$ cat config.mk
export PLATFORM = sky130hd
export DESIGN_NAME = xt_keyboard_byte_transmitter
export DESIGN_NICKNAME = d
export VERILOG_FILES = /design/src/rtl/xtkbd_pkg.sv /design/src/rtl/xt_keyboard_byte_transmitter.sv /design/src/rtl/xtkbd_step.sv
export VERILOG_INCLUDE_DIRS = /design/src /design/src/rtl
export SDC_FILE = /design/constraint.sdc
export NUM_CORES = 1
export LEC_CHECK = 0
export ABC_CLOCK_PERIOD_IN_PS = 6320
export BUFFER_PORTS_ARGS = -buffer_cell sky130_fd_sc_hd__buf_2
export CORE_MARGIN = 1.5
export CORE_UTILIZATION = 40
export DETAILED_ROUTE_END_ITERATION = 6
export HOLD_SLACK_MARGIN = 0.12
export PLACE_DENSITY_LB_ADDON = 0.2
export SLEW_MARGIN = 25
export SYNTH_ARGS = -nofsm -noshare
export SYNTH_HDL_FRONTEND = slang
export SYNTH_HIERARCHICAL = 1
export SYNTH_SLANG_ARGS = --single-unit
$ cat constraint.sdc
create_clock -name clk -period 6.32 [get_ports clk]
set_clock_uncertainty 0.2 [all_clocks]
set_input_delay 1.896 -clock clk [delete_from_list [all_inputs] [get_ports clk]]
set_output_delay 1.896 -clock clk [all_outputs]
set_load 0.02 [all_outputs]
$ cat src/rtl/assert_macros.svh
// ----------------------------------------------------------------------------
// assert_macros
// clocked assertion helpers, empty when synthesizing
// ----------------------------------------------------------------------------
`ifndef ASSERT_MACROS_SVH
`define ASSERT_MACROS_SVH

`ifndef SYNTHESIS

`define ASSERT_CLK(label, clk, rstn, prop, msg) \
    label: assert property (@(posedge clk) disable iff (!(rstn)) prop) else $error(msg);

`define ASSERT_NEVER(label, clk, rstn, expr, msg) \
    label: assert property (@(posedge clk) disable iff (!(rstn)) !(expr)) else $error(msg);

`else

`define ASSERT_CLK(label, clk, rstn, prop, msg)

`define ASSERT_NEVER(label, clk, rstn, expr, msg)

`endif

`endif

$ cat src/rtl/xtkbd_pkg.sv
// ----------------------------------------------------------------------------
// xtkbd_pkg
// shared types and constants of the xt keyboard byte transmitter
// ----------------------------------------------------------------------------
`default_nettype none

package xtkbd_pkg;

    localparam int CFG_IDX_W  = 4;
    localparam int CFG_DATA_W = 16;

    localparam logic [CFG_IDX_W-1:0] CFG_RATE_LIMIT = 4'd0;
    localparam logic [CFG_IDX_W-1:0] CFG_INHIBIT    = 4'd1;
    localparam logic [CFG_IDX_W-1:0] CFG_CTS_WAIT   = 4'd2;
    localparam logic [CFG_IDX_W-1:0] CFG_CTS_TMO    = 4'd3;

    localparam logic [15:0] RATE_DEFAULT     = 16'd4;
    localparam logic [15:0] SELFTEST_DEFAULT = 16'd1200;
    localparam logic [7:0]  CTS_WAIT_DEFAULT = 8'd6;
    localparam logic [7:0]  CTS_TMO_DEFAULT  = 8'd16;

    localparam logic [3:0] LAST_DATA_BIT = 4'd8;
    localparam logic [3:0] FRAME_END     = 4'd10;
    localparam logic [7:0] TICKS_MAX     = 8'hFF;
    localparam logic [15:0] INHIBIT_MAX  = 16'hFFFF;
    localparam logic [7:0] LOW_TICKS     = 8'd2;
    localparam logic [7:0] RISE_TICKS    = 8'd1;

    typedef enum logic [5:0] {
        PH_IDLE     = 6'b000001,
        PH_WAIT_CTS = 6'b000010,
        PH_CLK_LOW  = 6'b000100,
        PH_CLK_RISE = 6'b001000,
        PH_CLK_HIGH = 6'b010000,
        PH_CLK_FALL = 6'b100000
    } phase_t;

    typedef struct packed {
        logic [15:0] rate_limit_ticks;
        logic [15:0] inhibit_ticks_for_selftest;
        logic [7:0]  cts_min_wait;
        logic [7:0]  cts_timeout;
    } cfg_t;

    typedef struct packed {
        phase_t      phase;
        logic [3:0]  bit_index;
        logic [7:0]  phase_ticks;
        logic [7:0]  shift_byte;
        logic [15:0] rate_count;
        logic [15:0] inhibit_count;
        logic        clock_level;
        logic        data_level;
    } state_t;

    typedef struct packed {
        logic clock_drive;
        logic data_drive;
        logic byte_taken;
        logic selftest_request;
    } result_t;

endpackage

`default_nettype wire

$ cat src/rtl/xt_keyboard_byte_transmitter.sv
// ----------------------------------------------------------------------------
// xt_keyboard_byte_transmitter
// device side of an xt keyboard link, one result per sampled tick
// ----------------------------------------------------------------------------
// Each input item is one sampled tick of the host clock and data lines plus
// the byte offer; each yields exactly one result with the line drives and the
// byte-taken and self-test strobes. One item is accepted every clock cycle
// while in_stall is low; an item passes an input register and the state
// update into a result register, from which its result is offered. A stalled
// result holds the input register, and the input side stalls only when both
// are full. The user must write configuration through cfg_write only while no
// item is in flight; the block itself does not enforce this.
`default_nettype none

`include "assert_macros.svh"

module xt_keyboard_byte_transmitter (
    input  logic                             clk,
    input  logic                             rst_n,
    input  logic                             cfg_write,
    input  logic [xtkbd_pkg::CFG_IDX_W-1:0]  cfg_index,
    input  logic [xtkbd_pkg::CFG_DATA_W-1:0] cfg_data,
    input  logic                             in_valid,
    output logic                             in_stall,
    input  logic                             clock_line,
    input  logic                             data_line,
    input  logic                             byte_ready,
    input  logic [7:0]                       next_byte,
    output logic                             out_valid,
    input  logic                             out_stall,
    output logic                             clock_drive,
    output logic                             data_drive,
    output logic                             byte_taken,
    output logic                             selftest_request
);
    import xtkbd_pkg::*;

    cfg_t    cfg_reg;
    state_t  state_reg;
    state_t  state_next;
    result_t res_next;
    result_t res_reg;

    logic       in_valid_reg;
    logic       out_valid_reg;
    logic       clock_line_reg;
    logic       data_line_reg;
    logic       byte_ready_reg;
    logic [7:0] next_byte_reg;
    logic       in_accept;
    logic       advance;

    assign advance   = in_valid_reg && (!out_valid_reg || !out_stall);
    assign in_stall  = in_valid_reg && !advance;
    assign in_accept = in_valid && !in_stall;

    // configuration registers
    always_ff @(posedge clk or negedge rst_n)
    begin
        if (!rst_n)
        begin
            cfg_reg.rate_limit_ticks           <= RATE_DEFAULT;
            cfg_reg.inhibit_ticks_for_selftest <= SELFTEST_DEFAULT;
            cfg_reg.cts_min_wait               <= CTS_WAIT_DEFAULT;
            cfg_reg.cts_timeout                <= CTS_TMO_DEFAULT;
        end
        else if (cfg_write)
        begin
            case (cfg_index)
                CFG_RATE_LIMIT: cfg_reg.rate_limit_ticks           <= cfg_data;
                CFG_INHIBIT:    cfg_reg.inhibit_ticks_for_selftest <= cfg_data;
                CFG_CTS_WAIT:   cfg_reg.cts_min_wait               <= cfg_data[7:0];
                CFG_CTS_TMO:    cfg_reg.cts_timeout                <= cfg_data[7:0];
                default:        ;
            endcase
        end
    end

    // handshake and link state
    always_ff @(posedge clk or negedge rst_n)
    begin
        if (!rst_n)
        begin
            in_valid_reg            <= 1'b0;
            out_valid_reg           <= 1'b0;
            state_reg.phase         <= PH_IDLE;
            state_reg.bit_index     <= 4'd0;
            state_reg.phase_ticks   <= 8'd0;
            state_reg.shift_byte    <= 8'd0;
            state_reg.rate_count    <= 16'd0;
            state_reg.inhibit_count <= 16'd0;
            state_reg.clock_level   <= 1'b1;
            state_reg.data_level    <= 1'b1;
        end
        else
        begin
            if (in_accept)
            begin
                in_valid_reg <= 1'b1;
            end
            else if (advance)
            begin
                in_valid_reg <= 1'b0;
            end
            if (advance)
            begin
                out_valid_reg <= 1'b1;
                state_reg     <= state_next;
            end
            else if (!out_stall)
            begin
                out_valid_reg <= 1'b0;
            end
        end
    end

    // item payload
    always_ff @(posedge clk)
    begin
        if (in_accept)
        begin
            clock_line_reg <= clock_line;
            data_line_reg  <= data_line;
            byte_ready_reg <= byte_ready;
            next_byte_reg  <= next_byte;
        end
        if (advance)
        begin
            res_reg <= res_next;
        end
    end

    xtkbd_step u_step (
        .cur        (state_reg),
        .cfg        (cfg_reg),
        .clock_line (clock_line_reg),
        .data_line  (data_line_reg),
        .byte_ready (byte_ready_reg),
        .next_byte  (next_byte_reg),
        .nxt        (state_next),
        .res        (res_next)
    );

    assign out_valid        = out_valid_reg;
    assign clock_drive      = res_reg.clock_drive;
    assign data_drive       = res_reg.data_drive;
    assign byte_taken       = res_reg.byte_taken;
    assign selftest_request = res_reg.selftest_request;

    `ASSERT_CLK(a_no_lost_item, clk, rst_n, in_valid_reg && !advance |=> in_valid_reg, "item dropped")
    `ASSERT_NEVER(a_bit_index_range, clk, rst_n, state_reg.bit_index > FRAME_END, "bit index overrun")
    `ASSERT_CLK(a_cts_clock_low, clk, rst_n, state_reg.phase == PH_WAIT_CTS |-> !state_reg.clock_level, "clock released in wait")
    `ASSERT_CLK(a_taken_data_high, clk, rst_n, out_valid_reg && res_reg.byte_taken |-> res_reg.data_drive && !res_reg.selftest_request, "bad end of frame")

endmodule

`default_nettype wire

$ cat src/rtl/xtkbd_step.sv
// ----------------------------------------------------------------------------
// xtkbd_step
// next state and result of the transmitter for one sampled tick
// ----------------------------------------------------------------------------
`default_nettype none

module xtkbd_step (
    input  xtkbd_pkg::state_t  cur,
    input  xtkbd_pkg::cfg_t    cfg,
    input  logic               clock_line,
    input  logic               data_line,
    input  logic               byte_ready,
    input  logic [7:0]         next_byte,
    output xtkbd_pkg::state_t  nxt,
    output xtkbd_pkg::result_t res
);
    import xtkbd_pkg::*;

    logic [7:0]  ticks_up;
    logic [15:0] rate_dec;
    logic [15:0] inhibit_up;
    logic        taken;
    logic        selftest;

    assign ticks_up   = (cur.phase_ticks != TICKS_MAX) ? cur.phase_ticks + 8'd1
                                                       : cur.phase_ticks;
    assign rate_dec   = (cur.rate_count != 16'd0) ? cur.rate_count - 16'd1 : 16'd0;
    assign inhibit_up = cur.inhibit_count + 16'd1;

    always_comb
    begin
        nxt      = cur;
        taken    = 1'b0;
        selftest = 1'b0;
        case (cur.phase)
            PH_WAIT_CTS:
            begin
                nxt.phase_ticks = ticks_up;
                if (ticks_up >= cfg.cts_min_wait && data_line)
                begin
                    nxt.phase       = PH_CLK_LOW;
                    nxt.phase_ticks = 8'd0;
                end
                else if (ticks_up >= cfg.cts_timeout)
                begin
                    nxt.clock_level   = 1'b1;
                    nxt.data_level    = 1'b1;
                    nxt.phase_ticks   = 8'd0;
                    nxt.inhibit_count = 16'd0;
                    nxt.phase         = PH_IDLE;
                end
            end
            PH_CLK_LOW:
            begin
                nxt.phase_ticks = ticks_up;
                if (ticks_up == LOW_TICKS)
                begin
                    if (cur.bit_index == 4'd0)
                    begin
                        nxt.data_level = 1'b1;
                    end
                    else if (cur.bit_index <= LAST_DATA_BIT)
                    begin
                        nxt.data_level = cur.shift_byte[0];
                        nxt.shift_byte = {1'b0, cur.shift_byte[7:1]};
                    end
                    nxt.bit_index   = cur.bit_index + 4'd1;
                    nxt.phase       = PH_CLK_RISE;
                    nxt.phase_ticks = 8'd0;
                    nxt.clock_level = 1'b1;
                end
            end
            PH_CLK_RISE:
            begin
                nxt.phase_ticks = ticks_up;
                if (ticks_up == RISE_TICKS)
                begin
                    nxt.clock_level = 1'b1;
                end
                else
                begin
                    nxt.phase = PH_CLK_HIGH;
                end
            end
            PH_CLK_HIGH:
            begin
                if (cur.bit_index == FRAME_END)
                begin
                    nxt.bit_index     = 4'd0;
                    taken             = 1'b1;
                    nxt.data_level    = 1'b1;
                    nxt.phase         = PH_IDLE;
                    nxt.inhibit_count = 16'd0;
                end
                else
                begin
                    nxt.phase = PH_CLK_FALL;
                end
            end
            PH_CLK_FALL:
            begin
                nxt.clock_level = 1'b0;
                nxt.phase       = PH_CLK_LOW;
                nxt.phase_ticks = 8'd0;
            end
            default:
            begin
                nxt.phase = PH_IDLE;
                if (clock_line)
                begin
                    nxt.rate_count = rate_dec;
                    if (rate_dec == 16'd0 && byte_ready)
                    begin
                        nxt.rate_count  = cfg.rate_limit_ticks;
                        nxt.shift_byte  = next_byte;
                        nxt.phase_ticks = 8'd0;
                        if (data_line)
                        begin
                            nxt.phase = PH_CLK_LOW;
                        end
                        else
                        begin
                            nxt.clock_level = 1'b0;
                            nxt.phase       = PH_WAIT_CTS;
                        end
                    end
                    nxt.inhibit_count = 16'd0;
                end
                else if (cur.inhibit_count != INHIBIT_MAX)
                begin
                    nxt.inhibit_count = inhibit_up;
                    selftest          = (inhibit_up == cfg.inhibit_ticks_for_selftest);
                end
            end
        endcase
    end

    assign res.clock_drive      = nxt.clock_level;
    assign res.data_drive       = nxt.data_level;
    assign res.byte_taken       = taken;
    assign res.selftest_request = selftest;

endmodule

`default_nettype wire
==> summary.txt <==
Placement
  – DP HPWL: 12.9 mm
  – Post-Place Cells: 1,009
  – PortBufs: 41
  – Placed Area: 8090 sq um
  – RePlAce Congestion: 0.867

Critical path
  – R2r startpoint: state_reg[43]
  – R2R cell count: 12
  – R2R Setup Slk: 2030 ps
  – Critical Path Source Type: primary input
  – Terminus of the critical flop-to-flop path: state_reg[7]
  – Critical Path RT: 4220 ps
  – Worst Setup Path Type: in -> out
  – Worst path arrival time: 2370 ps
  – CP Max Fanout: 3
  – Critical Path Start: out_stall
  – Capture point of the worst path: in_stall
  – CP Capture Type: primary output

Yosys
  – Post-Syn Nets: 805
  – Yosys reg bits: 125
  – Count leader, synth: mux2_2
  – Register area share after synthesis: 41.5%
  – Yosys top cell area share: 32.0%
  – Ys Warns: 6
  – Post-synthesis cell count: 745
  – Cell Area, Synth: 7750 sq um
  – Cell taking the most area after synthesis: dfrtp_1
  – Yosys cell types: 77
  – Avg Cell Area, Syn: 10.4 sq um
  – Top cells by area, synth: dfrtp_1 (32%), mux2_2 (15%), edfxtp_1 (5.8%), ha_1 (3.9%), dfstp_2 (3.7%)
  – Ranking of synthesized cells by instance count: mux2_2 (101), dfrtp_1 (99), nor2_1 (48), o21ai_0 (48), inv_1 (43)
  – Number of flops mapped to enable cells by yosys: 15
  – Predominant post-synthesis flop cell: dfrtp_1
  – Async set or reset register ratio after synthesis: 88.0%

Pwr
  – Power Total: 2.80 mW
  – Power per Cell Area: 320 nW/um^2
  – Switching Fraction: 29.5%
  – Leakage: 3.86 nW
  – P_sw: 0.827 mW
  – Cell Int Power: 1.97 mW
  – Max VDD drop: 0.205 mV
  – Clock share of power: 37.5%
  – Logic pwr share: 21.6%
  – Reg power frac: 40.9%

Cells and area
  – Max reg flops: 60
  – Layout area overhead: 12.7%
  – N_diodes: 0
  – Proportion of layout cells with a drive suffix above 1: 26.9%
  – Final nets: 829
  – Final cell count without fillers: 1,042
  – Design area: 8740 sq um

GRT
  – Global-route wire length before repair: 29.7 mm
  – Largest net degree at the start of global routing: 68
  – Initial antenna violation count: 0
  – GRT Residual Overflow: 0
  – Vias in the first global route: 5,652
  – GRT Util Overall: 18.8%

Drt
  – Antenna-violating nets left: 0
  – Via density: 5.59
  – DRC viols: 0
  – WL/cell: 17.5 um
  – DR pass1 iterations: 4
  – Initial DRC count: 430
  – WL final: 18.2 mm
  – Via count: 5,822

Clock network
  – Clock Latency Late Sink: 410 ps
  – H-tree Lvls: 4
  – TritonCTS Buffers: 17
  – Postcts setup bufs: 0
  – Clock tree root buffer cell: clkbuf_16
  – Max clock buf depth: 2
  – TritonCTS Sinks: 125
  – Post-cts hold buffer count: 0
  – Clock-pin slew on the worst setup and hold paths: 60 ps
  – TritonCTS clock tree: yes
  – Post-CTS resize count: 0

Flow run
  – Max cap viols: 0

Floorplan
  – Chip Height: 142 um
  – Die area: 20,200 sq um
  – Die X-Extent: 142 um
  – Core Area: 18,800 sq um
  – IO Pins: 42
  – Initial Util: 41.2%
  – Site Rows: 50

Worst hold path
  – Hold path startpoint: in_valid_reg
  – Hold WC Path Type: reg -> reg

STA
  – Crit share post-route: 70.6%
  – RSZ-0062 raised after global routing: no
  – Final Hold Vio Count: 0
  – Max frequency: 0.224 GHz
  – Slew HR: 40.1%
  – Final Slew Violations: 0
  – Min cycle time layout: 4460 ps
  – Worst-Margin Slew: 898 ps
  – Hold Slack: 296 ps
  – Setup violators final: 0
  – Setup_tns: 0 ps

Outcome
  – Status: finished, final reports clean
cells in the final DEF, fill, tap and decap left out, types with 19 or more instances in the layout:
cell type and n:
inv_1 43, buf_2 40, nand2_1 39, a21oi_1 27, clkbuf_16 19, ha_1 24
dfrtp_1 99, o21ai_0 48, nor2_1 47, mux2_2 101, xnor2_1 19
through the flow:
step / util (%) / worst slack [ps]
final: 46.4 / 1860
after global routing: 46.4 / 1810
after CTS: 46.4 / 1850
after detailed placement: 43.0 / 1850
after global placement: 43.0 / 1880
after floorplan: - / 2080
metal layers:
| layer | GRT usage [%] | wire length [um] |
|---|---|---|
| met1 | 25.2 | 8470 |
| met2 | 30.7 | 8680 |
| met3 | 3.50 | 785 |
| met4 | 6.62 | 261 |
| met5 | 0 | 0 |
cell type report:
cell class                      count  area, sq um
Fill cell                        1753        10100
Multi-Input combinational cell    537         4160
Sequential cell                   125         3220
Clock buffer                       24          514
Tap cell                          260          325
Timing Repair Buffer               45          238
Inverter                           43          161
Clock inverter                      8          125
power by group through the flow:
stage          clock, mW  combinational [mW]  sequential, mW
4_1_cts             1.07               0.604            1.14
3_3_place_gp           0               0.582            1.15
6_report            1.05               0.606            1.14
3_5_place_dp           0               0.599            1.15
2_1_floorplan          0               0.484            1.10
5_1_grt             1.11               0.675            1.17
worst max-delay path, cell delays in order:
cell,delay [ps]
buf_2,130
nand3_1,120
inv_1,70
buf_2,160
logic make-up after synthesis:
group	synth area share [%]
fa+ha+maj	3.87
compound gates	14.8
flops	41.5
buf+inv	5.00
simple gates	14.4
mux	16.4
xor+xnor	4.07
how the worst min path moves through the flow:
| stage | endpoint | cells past startpoint |
|---|---|---|
| final | out_valid | 1 |
| after CTS | out_valid | 1 |
| after detailed placement | cfg_reg[39] | 1 |
| after floorplan | out_valid | 1 |
| after global routing | out_valid | 1 |
| after global placement | out_valid | 1 |
(Power assumes the default switching activity.)
